==> config.mk <==
export PLATFORM = sky130hd
export DESIGN_NAME = bstw_regs
export DESIGN_NICKNAME = d
export VERILOG_FILES = /design/src/rtl/bstw_pkg.sv /design/src/rtl/bstw_regs.sv
export SDC_FILE = /design/constraint.sdc
export NUM_CORES = 1
export LEC_CHECK = 0
export ABC_AREA = 1
export BUFFER_PORTS_ARGS = -buffer_cell sky130_fd_sc_hd__buf_2
export CORE_ASPECT_RATIO = 0.5
export CORE_MARGIN = 1.5
export CORE_UTILIZATION = 42
export DETAILED_ROUTE_END_ITERATION = 6
export PLACE_DENSITY = 0.83
export RECOVER_POWER = 25
export SYNTH_ARGS = -nofsm -noshare
export SYNTH_HDL_FRONTEND = slang
export SYNTH_SLANG_ARGS = --single-unit
export TNS_END_PERCENT = 1
==> constraint.sdc <==
create_clock -name clk -period 1.1 [get_ports clk]
set_input_delay 0 -clock clk [delete_from_list [all_inputs] [get_ports clk]]
set_output_delay 0 -clock clk [all_outputs]
set_load 0.005 [all_outputs]
==> src/rtl/bstw_pkg.sv <==
// Shared types, codes and constants of the brush stamp tile writer.
`default_nettype none

package bstw_pkg;

  // Default sizes of the canvas and the brush.
  localparam int MAX_COLUMNS_DEF = 128;
  localparam int MAX_ROWS_DEF    = 128;
  localparam int MAX_STROKE_DEF  = 15;
  localparam int TILE_BITS_DEF   = 16;

  // Fixed widths of the channel fields and registers.
  localparam int POS_W    = 9;
  localparam int RTILE_W  = 16;
  localparam int DXY_W    = 7;
  localparam int DWH_W    = 8;
  localparam int MAPDIM_W = 8;
  localparam int STROKE_W = 4;
  localparam int BTILE_W  = 16;
  localparam int PADDR_W  = 5;
  localparam int PDATA_W  = 32;

  // Reset values of the configuration registers.
  localparam logic [MAPDIM_W-1:0] MAP_WIDTH_RST   = 8'd128;
  localparam logic [MAPDIM_W-1:0] MAP_HEIGHT_RST  = 8'd128;
  localparam logic [STROKE_W-1:0] STROKE_SIZE_RST = 4'd1;
  localparam logic                CIRCLE_MODE_RST = 1'b0;
  localparam logic [BTILE_W-1:0]  BRUSH_TILE_RST  = 16'd0;

  // Operation codes of an input item.
  localparam logic FUNC_STAMP = 1'b0;
  localparam logic FUNC_READ  = 1'b1;

  // Register indexes on the configuration port.
  typedef enum logic [2:0] {
    REG_MAP_WIDTH   = 3'd0,
    REG_MAP_HEIGHT  = 3'd1,
    REG_STROKE_SIZE = 3'd2,
    REG_CIRCLE_MODE = 3'd3,
    REG_BRUSH_TILE  = 3'd4
  } reg_idx_t;

  // Controller states.
  typedef enum logic [2:0] {
    ST_CLEAR,
    ST_IDLE,
    ST_STAMP,
    ST_READ,
    ST_FINISH
  } state_t;

  // Commands from the controller to the datapath.
  typedef struct packed {
    logic clear;
    logic load;
    logic step;
    logic capture;
  } cmd_t;

  // Status from the datapath to the controller.
  typedef struct packed {
    logic clear_last;
    logic stamp_last;
    logic out_free;
  } status_t;

endpackage

`default_nettype wire

==> src/rtl/bstw_regs.sv <==
// Configuration register file behind the APB-style port.
`default_nettype none

module bstw_regs (
  input  wire logic                          clk,
  input  wire logic                          rst,
  input  wire logic                          psel,
  input  wire logic                          penable,
  input  wire logic                          pwrite,
  input  wire logic [bstw_pkg::PADDR_W-1:0]  paddr,
  input  wire logic [bstw_pkg::PDATA_W-1:0]  pwdata,
  output logic      [bstw_pkg::PDATA_W-1:0]  prdata,
  output logic                               pready,
  output logic      [bstw_pkg::MAPDIM_W-1:0] map_width,
  output logic      [bstw_pkg::MAPDIM_W-1:0] map_height,
  output logic      [bstw_pkg::STROKE_W-1:0] stroke_size,
  output logic                               circle_mode,
  output logic      [bstw_pkg::BTILE_W-1:0]  brush_tile
);
  import bstw_pkg::*;

  logic     wr_en;
  reg_idx_t idx;

  assign pready = 1'b1;
  assign wr_en  = psel && penable && pwrite && pready;
  assign idx    = reg_idx_t'(paddr[4:2]);

  // Register writes; indexes past the list are ignored.
  always_ff @(posedge clk) begin
    if (rst) begin
      map_width   <= MAP_WIDTH_RST;
      map_height  <= MAP_HEIGHT_RST;
      stroke_size <= STROKE_SIZE_RST;
      circle_mode <= CIRCLE_MODE_RST;
      brush_tile  <= BRUSH_TILE_RST;
    end else if (wr_en) begin
      unique case (idx)
        REG_MAP_WIDTH:   map_width   <= pwdata[MAPDIM_W-1:0];
        REG_MAP_HEIGHT:  map_height  <= pwdata[MAPDIM_W-1:0];
        REG_STROKE_SIZE: stroke_size <= pwdata[STROKE_W-1:0];
        REG_CIRCLE_MODE: circle_mode <= pwdata[0];
        REG_BRUSH_TILE:  brush_tile  <= pwdata[BTILE_W-1:0];
        default: ;
      endcase
    end
  end

  // Read-back multiplexer.
  always_comb begin
    unique case (idx)
      REG_MAP_WIDTH:   prdata = PDATA_W'(map_width);
      REG_MAP_HEIGHT:  prdata = PDATA_W'(map_height);
      REG_STROKE_SIZE: prdata = PDATA_W'(stroke_size);
      REG_CIRCLE_MODE: prdata = PDATA_W'(circle_mode);
      REG_BRUSH_TILE:  prdata = PDATA_W'(brush_tile);
      default:         prdata = '0;
    endcase
  end

endmodule

`default_nettype wire

==> flow_summary_export.csv <==
group,metric,value,unit
power,p_per_area,1066,nW/um2
timing,rsz0062_at_grt,"true",
global_route,antenna_found_initial,0,
critical_path,cp_num_buf_inv,1,
clocking,clock_sinks,37,
route,routed.top_layer,"met4",
hold_path,min_path_type,"in2reg",
timing,worstMarginPinSlew,0.7046,ns
global_route,grt_max_degree,38,
floorplanning,start_util,44.26,%
place,postPlaceCellArea,2431,um2
global_route,grt_pass1_vias,1773,
timing,finalCritPeriodShare,93.76,%
status,status,"complete, no violations",
critical_path,criticalPathCategory,"reg2out",
critical_path,end_kind,"primary output",
synthesis,yosys_warnings,0,
clocking,clk_pin_slew,0.08,ns
synthesis,synthesis.area,1977,um2
finish,final_common_cell,"nor2_1",
timing,slew_viol_final,0,
floorplanning,dieArea,5152,um2
power,ir_drop,468.6,uV
route,num_vias,2134,
synthesis,synth_cell_types,15,
critical_path,critPathMaxStageDelay,0.34,ns
global_route,grt_pass1_wl,7810,um
global_route,grt_use_total,19.24,%
floorplanning,ioPinCount,112,
timing,fin_ws,0.06866,ns
finish,area_growth,27.34,%
critical_path,crit_slowest_cell,"dfxtp_1",
clocking,cts_tree,"built",
critical_path,cp_cell_sequence,"nand3_1, nand2_1, nor2_1, nand2_1, buf_2",
place,placedCellCount,454,
route,drt-vias-per-instance,4.599,
clocking,insertion_delay,0.29,ns
finish,final_cell_mix,"84 x nor2_1, 81 x nand2_1, 72 x buf_2, 44 x nand3_1, 36 x dfxtp_1",
floorplanning,die_h,51.51,um
timing,min_period,1.031,ns
run,maxCapViolCount,0,
critical_path,crit_top_cell,"nand2_1",
clocking,root_buffer,"clkbuf_8",
floorplanning,core_area,4467,um2
finish,diodes,0,
timing,hold-worst-slack,0.01786,ns
finish,fin_area,2517,um2
route,wl_per_cell,10.53,um
power,total_power,2.683,mW
finish,drive_above_1_share,24.82,%
route,wl_met1,2199,um
timing,timing.fmax,969.6,MHz
timing,finalSetupViolCount,0,
critical_path,cp.required,1.10,ns
global_route,grt-ovfl-total,0,
synthesis,ys_seq_area_share,37.47,%
synthesis,avgSynthCellArea,6.120,um2
route,wl_met2,2400,um
finish,final_core_util,56.36,%
clocking,cts-buffers-inserted,5,
clocking,cts_setup_buffers,0,
place,portBuffers,76,
route,dr_wl_met3,241,um
finish,nets,448,
synthesis,synth_cells,323,
route,drt_iter0_drc,116,
power,power_leakage,1.346,nW
synthesis,yosys_register_bits,37,
place,gp_congestion,0.8418,
critical_path,arrival,1.03,ns
floorplanning,die-width,100.0,um
route,wl,4887,um
route,post-route-drc-count,0,
critical_path,cpLargestDelayFamily,"flip-flops",
clocking,clk_path_buf_depth,2,
floorplanning,rows,17,
timing,setup_tns,0,ns
place,dp_hpwl,3402,um
timing,relSlewSlack,52.98,%
finish,instances_no_fill,464,
critical_path,worstPathMaxFanout,3,
route,dr.pass1.iters,4,
critical_path,worst_setup_path_start_kind,"flip-flop",
route,ant_nets,0,
timing,skew,0,ns
clocking,h-tree-depth,2,
timing,hold_viol_final,0,
place,dp_slack,-0.08594,ns
cell usage after synthesis (all sizes together):
| master | n | area [um2] |
|---|---|---|
| nor2 | 89 | 351.6 |
| nand2 | 82 | 310.3 |
| nand3 | 44 | 220.2 |
| dfxtp | 37 | 740.7 |
| inv | 37 | 138.9 |
| buf | 28 | 186.4 |
| o21ai | 3 | 15.01 |
| conb | 2 | 7.510 |
| nand4 | 1 | 6.260 |
timing repair:
action	CTS	global route
hold endpoints to repair	3	0
gates resized for setup	0	1
setup endpoints to repair	0	1
hold buffers	2	0
tightest hold or removal path, cell delays in order:
cell and delay, ns:
buf_2 0.07, inv_1 0.03, nand3_1 0.06, nand2_1 0.04, nor2_1 0.07
sequential cells by signal, summed over array words and instances, names as in the netlist:
signal	cells
brush_tile	16
map_width	8
map_height	8
circle_mode	1
stroke_size	4
layout make-up:
| cell class | instances | area (um2) |
|---|---|---|
| clock buffers | 5 | 68.82 |
| clock inverters | 3 | 21.27 |
| fillers | 440 | 1949 |
| inverters | 37 | 138.9 |
| multi-input cells | 236 | 962.2 |
| flip-flops and latches | 37 | 742.0 |
| well taps | 57 | 71.32 |
| repair buffers | 89 | 513.0 |
power breakdown:
| part | leakage [nW] | total, mW | internal (mW) | switching [mW] |
|---|---|---|---|---|
| registers | 0.299 | 1.37 | 1.36 | 0.0126 |
| clock network | 0.0445 | 0.998 | 0.450 | 0.547 |
| logic | 1.00 | 0.317 | 0.126 | 0.191 |
path summary, 6_finish.rpt:
check                  from              to  slack (ns)  cells after the start
max           brush_tile[0]       prdata[0]        0.07                      5
min               pwdata[9]   brush_tile[9]        0.02                      5
max reg2reg   map_height[2]   map_height[2]        0.48                      2
min reg2reg  brush_tile[13]  brush_tile[13]        0.50                      2
kinds of logic after synthesis:
family / Yosys count / synth area share (%)
AOI/OAI and AO/OA: 3 / 0.7593
and+or+nand+nor: 216 / 44.94
DFF: 37 / 37.47
buffers and inverters: 65 / 16.46
other: 2 / 0.3799
per-layer routing:
metal / GRT usage [%] / vias up
met5: 0 / -
met4: 7.042 / 0
met3: 4.435 / 7
met2: 34.47 / 61
met1: 23.01 / 958
li1: - / 1108
Power figures use the tool's default switching activity.
