==> src/rtl/bstw_pkg.sv <==
// Shared types, codes and constants of the brush stamp tile writer.
`default_nettype none

package bstw_pkg;

  // Default sizes of the canvas and the brush.
  localparam int MAX_COLUMNS_DEF = 128;
  localparam int MAX_ROWS_DEF    = 128;
  localparam int MAX_STROKE_DEF  = 15;
  localparam int TILE_BITS_DEF   = 16;

  // Fixed widths of the channel fields and registers.
  localparam int POS_W    = 9;
  localparam int RTILE_W  = 16;
  localparam int DXY_W    = 7;
  localparam int DWH_W    = 8;
  localparam int MAPDIM_W = 8;
  localparam int STROKE_W = 4;
  localparam int BTILE_W  = 16;
  localparam int PADDR_W  = 5;
  localparam int PDATA_W  = 32;

  // Reset values of the configuration registers.
  localparam logic [MAPDIM_W-1:0] MAP_WIDTH_RST   = 8'd128;
  localparam logic [MAPDIM_W-1:0] MAP_HEIGHT_RST  = 8'd128;
  localparam logic [STROKE_W-1:0] STROKE_SIZE_RST = 4'd1;
  localparam logic                CIRCLE_MODE_RST = 1'b0;
  localparam logic [BTILE_W-1:0]  BRUSH_TILE_RST  = 16'd0;

  // Operation codes of an input item.
  localparam logic FUNC_STAMP = 1'b0;
  localparam logic FUNC_READ  = 1'b1;

  // Register indexes on the configuration port.
  typedef enum logic [2:0] {
    REG_MAP_WIDTH   = 3'd0,
    REG_MAP_HEIGHT  = 3'd1,
    REG_STROKE_SIZE = 3'd2,
    REG_CIRCLE_MODE = 3'd3,
    REG_BRUSH_TILE  = 3'd4
  } reg_idx_t;

  // Controller states.
  typedef enum logic [2:0] {
    ST_CLEAR,
    ST_IDLE,
    ST_STAMP,
    ST_READ,
    ST_FINISH
  } state_t;

  // Commands from the controller to the datapath.
  typedef struct packed {
    logic clear;
    logic load;
    logic step;
    logic capture;
  } cmd_t;

  // Status from the datapath to the controller.
  typedef struct packed {
    logic clear_last;
    logic stamp_last;
    logic out_free;
  } status_t;

endpackage

`default_nettype wire

==> src/rtl/bstw_ctrl.sv <==
// Controller state machine: clearing pass, item sequencing and result hand-off.
`default_nettype none

module bstw_ctrl (
  input  wire logic              clk,
  input  wire logic              rst,
  input  wire logic              in_valid,
  input  wire logic              in_func,
  output logic                   in_ready,
  input  wire bstw_pkg::status_t stat,
  output bstw_pkg::cmd_t         cmd
);
  import bstw_pkg::*;

  state_t state;
  state_t state_next;

  always_ff @(posedge clk) begin
    if (rst) begin
      state <= ST_CLEAR;
    end else begin
      state <= state_next;
    end
  end

  // Next-state logic.
  always_comb begin
    state_next = state;
    unique case (state)
      ST_CLEAR: begin
        if (stat.clear_last) state_next = ST_IDLE;
      end
      ST_IDLE: begin
        if (in_valid) state_next = (in_func == FUNC_READ) ? ST_READ : ST_STAMP;
      end
      ST_STAMP: begin
        if (stat.stamp_last) state_next = ST_FINISH;
      end
      ST_READ: begin
        state_next = ST_FINISH;
      end
      ST_FINISH: begin
        if (stat.out_free) state_next = ST_IDLE;
      end
      default: state_next = ST_CLEAR;
    endcase
  end

  // Output decode.
  always_comb begin
    in_ready    = (state == ST_IDLE);
    cmd.clear   = (state == ST_CLEAR);
    cmd.load    = (state == ST_IDLE) && in_valid;
    cmd.step    = (state == ST_STAMP);
    cmd.capture = (state == ST_FINISH) && stat.out_free;
  end

endmodule

`default_nettype wire

==> config.mk <==
export PLATFORM = sky130hd
export DESIGN_NAME = bstw_ctrl
export DESIGN_NICKNAME = d
export VERILOG_FILES = /design/src/rtl/bstw_pkg.sv /design/src/rtl/bstw_ctrl.sv
export SDC_FILE = /design/constraint.sdc
export NUM_CORES = 1
export LEC_CHECK = 0
export BUFFER_PORTS_ARGS = -buffer_cell sky130_fd_sc_hd__buf_2
export CAP_MARGIN = 20
export CORE_AREA = 2 2 39 41
export DETAILED_ROUTE_END_ITERATION = 7
export DIE_AREA = 0 0 41 43
export HOLD_SLACK_MARGIN = 0.05
export SETUP_SLACK_MARGIN = 0.15
export SLEW_MARGIN = 20
export SYNTH_ARGS = -nofsm -noshare
export SYNTH_HDL_FRONTEND = slang
export SYNTH_SLANG_ARGS = --single-unit
==> constraint.sdc <==
create_clock -name clk -period 1.84 [get_ports clk]
set_input_delay 0.368 -clock clk [delete_from_list [all_inputs] [get_ports clk]]
set_output_delay 0.368 -clock clk [all_outputs]
set_load 0.1 [all_outputs]
==> flow_summary.ini, run 1 <==
[status]
status = complete, no violations

[critical_path]
critPathCaptureType = output port
worstPathMaxFanout = 11
path_cells = nor3_4 > buf_2
crit_path_top_delay_cell = buf_2
cp-start-kind = flip-flop
required_ps = 1470
worst-setup-path-type = flip-flop to output port
arrival_ps = 1230
critPathMaxStageDelay_ps = 440

[timing]
holdWs_ps = 335.4
finalCritPeriodShare_pct = 86.77
worst_pin_slew_ps = 483.7
fmax_ghz = 0.6263
finalSetupViolCount = 0
layout_min_cycle_time_ps = 1597
slew_headroom_pct = 67.98
rsz0062_at_grt = no
hold_viol = 0
slew_viol_final = 0
fin_worst_skew_ps = 1.020
fin_setup_tns_ps = 0

[routing]
first_pass_iters = 1
ant_nets = 0
wirelength_um = 496
dr_total_vias = 239
drc = 0
wire_per_inst_um = 9.018
drt_iter0_drc = 0
via_per_inst = 4.345

[cts]
cts.path.max_buffers = 2
clk_latency_ps = 230
path_clk_slew_ps = 40
numCtsBuffers = 3
cts_tree = yes
clock-sinks = 3
cts_root_buf = clkbuf_4
htreeDepth = 1
post-cts-setup-buffer-count = 0

[placed_design]
dpl.hpwl_um = 395.4
gp_congestion = 0.7028
placed_cell_area_um2 = 399.1
io_buffers = 11

[power]
power_density_nw_per_um2 = 1199
p_total_mw = 0.5146
p_leak_nw = 0.1596
ir_drop_mv = 0.5314

[cells_and_area]
drive_gt1_share_pct = 69.23
regMostFlops = state
fillers = 145
num_antenna_cells = 0
reg_top3 = state x3
stdcell_area_um2 = 429.2
largest_reg_flops = 3
areaGrowthSynthToFinish_pct = 66.51
nets = 47

[synthesis]
synth_seq_area_share_pct = 23.30
syn-num-nets = 34
yosys_warnings = 0
ys_types = 18
ys_ff_latch = 3
syn_inst = 27
syn_avg_cell_area_um2 = 9.546
synthesis.area_um2 = 257.7

[floorplanning]
die_y_um = 43
die_w_um = 41
core_area_um2 = 1384
dieArea_um2 = 1763
initial_utilization_pct = 18.63
rows = 14
ioPinCount = 12

[global_route]
grt_pass1_wl_um = 869
overflow = 0
first_global_vias = 224
track_usage_pct = 7.545
grt_max_degree = 12
grt_antenna_before_repair = 0

[min_path]
hold_class = primary input to flip-flop

[flow_run]
drv_cap = 0
-- synth_stat cells --
master    number  share of area, %
dfxtp_1        3                23
a211o_2        1               3.9
a211oi_1       1               2.9
o21ba_2        1               3.9
or2b_1         1               2.9
a211oi_2       1               4.9
mux2i_1        2               7.8
or2_1          1               2.4
and4bb_2       1               4.9
nor4b_2        2                12
buf_2          1               1.9
buf_6          2               8.7
nor3_1         2               3.9
nand2b_1       1               2.4
nor2_1         2               2.9
nand2_1        2               2.9
and2_2         1               2.9
nor3b_1        2               5.8
-- timing repair --
action                                  in CTS  in global routing
endpoints found under the setup margin       5                  0
hold buffers                                 0                  0
gates resized for setup                      3                  0
-- metrics by stage --
step	utilization, %	setup WS (ps)	std cells
floorplan	-	71.20	27
global placement	28.84	319.6	51
detailed placement	28.84	298.9	51
CTS	31.01	223.0	55
global route	31.01	175.2	55
finish	31.01	243.4	55
-- final cells by class --
class                   count  area (um2)  area share [%]
multi-input cells          21       203.9           47.52
repair buffers             11       115.1           26.82
flip-flops and latches      3       63.81           14.87
clock buffers               4       26.28           6.122
well taps                  16       20.02           4.665
-- where the power goes --
part | switching (mW) | internal, mW | total [mW] | leakage, nW
Sequential | 0.0364 | 0.0774 | 0.114 | 0.0258
Combinational | 0.184 | 0.103 | 0.287 | 0.119
Clock | 0.0325 | 0.0812 | 0.114 | 0.0150
Total | 0.253 | 0.261 | 0.515 | 0.160
-- kinds of logic (layout without fill, tap and decap cells) --
logic type,after synthesis,after routing,synth area share [%]
AOI/OAI and AO/OA,4,4,15.53
and+or+nand+nor,15,15,42.72
buffers and inverters,3,15,10.68
muxes,2,2,7.767
DFF,3,3,23.30
-- worst max-delay path, delay by kind of cell, from the launching register on --
kind,cells,cell delay (ps)
buffers and inverters,1,440
DFF,1,380
and+or+nand+nor,1,180
-- final timing paths --
kind / slack (ps) / cells after the start / endpoint / from
max: 240 / 2 / cmd[3] / state[1]
min: 340 / 2 / state[1] / rst
max reg2reg: 650 / 3 / state[1] / state[0]
min reg2reg: 570 / 2 / state[1] / state[1]
-- cell usage in the layout, fill, tap and decap left out, types with 2 or more instances in the layout --
cell type	Yosys	final
buf_2	1	7
nor4b_2	2	2
buf_12	0	4
nand2_1	2	2
nor3_4	0	2
nor2_1	2	2
dfxtp_2	0	3
clkbuf_4	0	3
mux2i_1	2	2
-- routing by layer --
metal  vias to the layer above  wire, um  global-route usage (%)
met1                       109       229                   10.68
met3                         0        33                   3.141
li1                        123         -                       -
met4                         0         0                   6.000
met2                         7       232                   8.438
met5                         -         0                       0
Power figures use the tool's default switching activity.
==> run 2: changes to the inputs <==
ABC_AREA = 1   (was not set)
BUFFER_PORTS_ARGS = -buffer_cell sky130_fd_sc_hd__buf_4   (was -buffer_cell sky130_fd_sc_hd__buf_2)
==> run 2 against run 1 <==
Against the previous run: sequential cell count stayed put; largest cell class unchanged; clock skew is 5.9 ps higher; non-clock buffer count is 1 higher; highest routed layer is now met4.
==> flow_summary.ini, run 2 <==
[status]
status = complete, no violations

[placed_design]
pre_cts_ws_ps = 385.1
dpl.hpwl_um = 461.5
dp_cells = 66
gp_congestion = 0.7819
io_buffers = 11

[global_route]
grt_antenna_before_repair = 0
grt_max_degree = 7
overflow = 0
first_global_vias = 321
grt_pass1_wl_um = 1110
track_usage_pct = 10.93

[synthesis]
ys_types = 12
synthArstFlopShare_pct = 0
synth_edf_count = 0
synthesis.area_um2 = 216.5
yosys.area.top_type = dfxtp_1
syn_avg_cell_area_um2 = 5.550
synth_top_area_share_pct = 27.75
ys.flop_type = dfxtp_1
yosys_warnings = 0
synthTopCellsByArea = dfxtp_1 28%, inv_1 16%, nor2_1 16%
yosys-top-cells-count = 9 x inv_1, 9 x nor2_1, 7 x nand2_1
synth_seq_area_share_pct = 27.75
ys_ff_latch = 3
syn_inst = 39
syn-num-nets = 46

[routing]
first_pass_iters = 2
wirelength_um = 586
drc = 0
via_per_inst = 3.930
ant_nets = 0
dr_total_vias = 279
drt_iter0_drc = 1
wire_per_inst_um = 8.254

[critical_path]
arrival_ps = 1220
cp-startpoint = state[0]
worst-setup-path-type = flip-flop to output port
crit_cells = 4
required_ps = 1470
cp.buffers_inverters = 2
r2r-start = state[0]
crit_path_top_delay_cell = dfxtp_1
critPathMaxStageDelay_ps = 360
worstPathMaxFanout = 5
cp_top_family = flip-flops
critPathCaptureType = output port
path_cells = nor2_2 > inv_2 > nor3_4 > buf_12
rr_worst_depth = 6
cp-start-kind = flip-flop

[cells_and_area]
largest_reg_flops = 3
regMostFlops = state
reg_top3 = state x3
final_cell_mix = 8 x inv_1, 8 x buf_4, 7 x nand2_1, 6 x nor2_1, 3 x clkbuf_4
nets = 63
drive_gt1_share_pct = 43.64
areaGrowthSynthToFinish_pct = 94.80
num_antenna_cells = 0
post-route-util_pct = 30.47
finalNonFillerCells = 71

[cts]
cts_tree = yes
hold_buffers = 0
cts.path.max_buffers = 2
cts_root_buf = clkbuf_4
clock-sinks = 3
numCtsBuffers = 3
clk_latency_ps = 250
htreeDepth = 1
path_clk_slew_ps = 40

[floorplanning]
core_area_um2 = 1384
die_w_um = 41
rows = 14
die_y_um = 43
ioPinCount = 12
dieArea_um2 = 1763
initial_utilization_pct = 15.64

[timing]
finalCritPeriodShare_pct = 86.26
rsz0062_at_grt = no
hold_viol = 0
finalSetupViolCount = 0
worst_pin_slew_ps = 277.3
fin_setup_tns_ps = 0
slew_headroom_pct = 81.67
setup_ws_ps = 252.8
slew_viol_final = 0
fmax_ghz = 0.6300
layout_min_cycle_time_ps = 1587
fin_worst_skew_ps = 6.946

[min_path]
whs_path_depth = 2
hp-start = rst
hold_class = primary input to flip-flop

[flow_run]
drv_cap = 0
[run 2: area by class of cell]
cell class	instances	area, um2
well taps	16	20.02
clock buffers	4	26.28
multi-input cells	26	158.9
flip-flops and latches	3	61.31
repair buffers	12	117.6
inverters	10	37.54
fillers	160	962.2
[run 2: logic make-up after synthesis]
group / after synthesis / share of synthesized area [%]
buf+inv: 10 / 17.34
flops: 3 / 27.75
compound gates: 3 / 6.934
simple gates: 23 / 47.98
[run 2: repair_timing]
action / in CTS / in global routing
buffers inserted: 0 / 1
setup endpoints to repair: 2 / 4
resized for setup: 2 / 8
pin swaps: 0 / 1
cloned: 0 / 0
[run 2: path summary, 6_finish.rpt]
check | endpoint | slack [ps]
worst max-delay path | cmd[0] | 250
worst min-delay path | state[1] | 280
worst max register to register | state[0] | 660
worst min register to register | state[2] | 650
[run 2: through the flow]
stage | instance area, um2 | hold slack [ps]
5_1_grt | 421.7 | 269.3
4_1_cts | 390.4 | 276.0
3_5_place_dp | 356.6 | 532.9
6_report | 421.7 | 283.5
3_3_place_gp | 356.6 | 537.8
2_1_floorplan | 254.0 | 437.1
[run 2: worst register-to-register path: cells and delay by family (launching register included)]
| family | cells | cell delay [ps] |
|---|---|---|
| DFF | 1 | 440 |
| buffers and inverters | 1 | 130 |
| and+or+nand+nor | 5 | 490 |
[run 2: metal layers]
layer | part of all wire [%] | wire (um) | global-route usage (%) | vias up
met1 | 37 | 219 | 8.654 | 116
li1 | - | - | - | 152
met3 | 8.0 | 47 | 9.424 | 2
met2 | 51 | 297 | 13.75 | 9
met4 | 3.8 | 22 | 13.33 | 0
met5 | 0 | 0 | 0 | -
Power of run 2 is left out: the tool's default activity adds up to more than one toggle a clock period on the data nets, which glitch-free logic cannot reach.
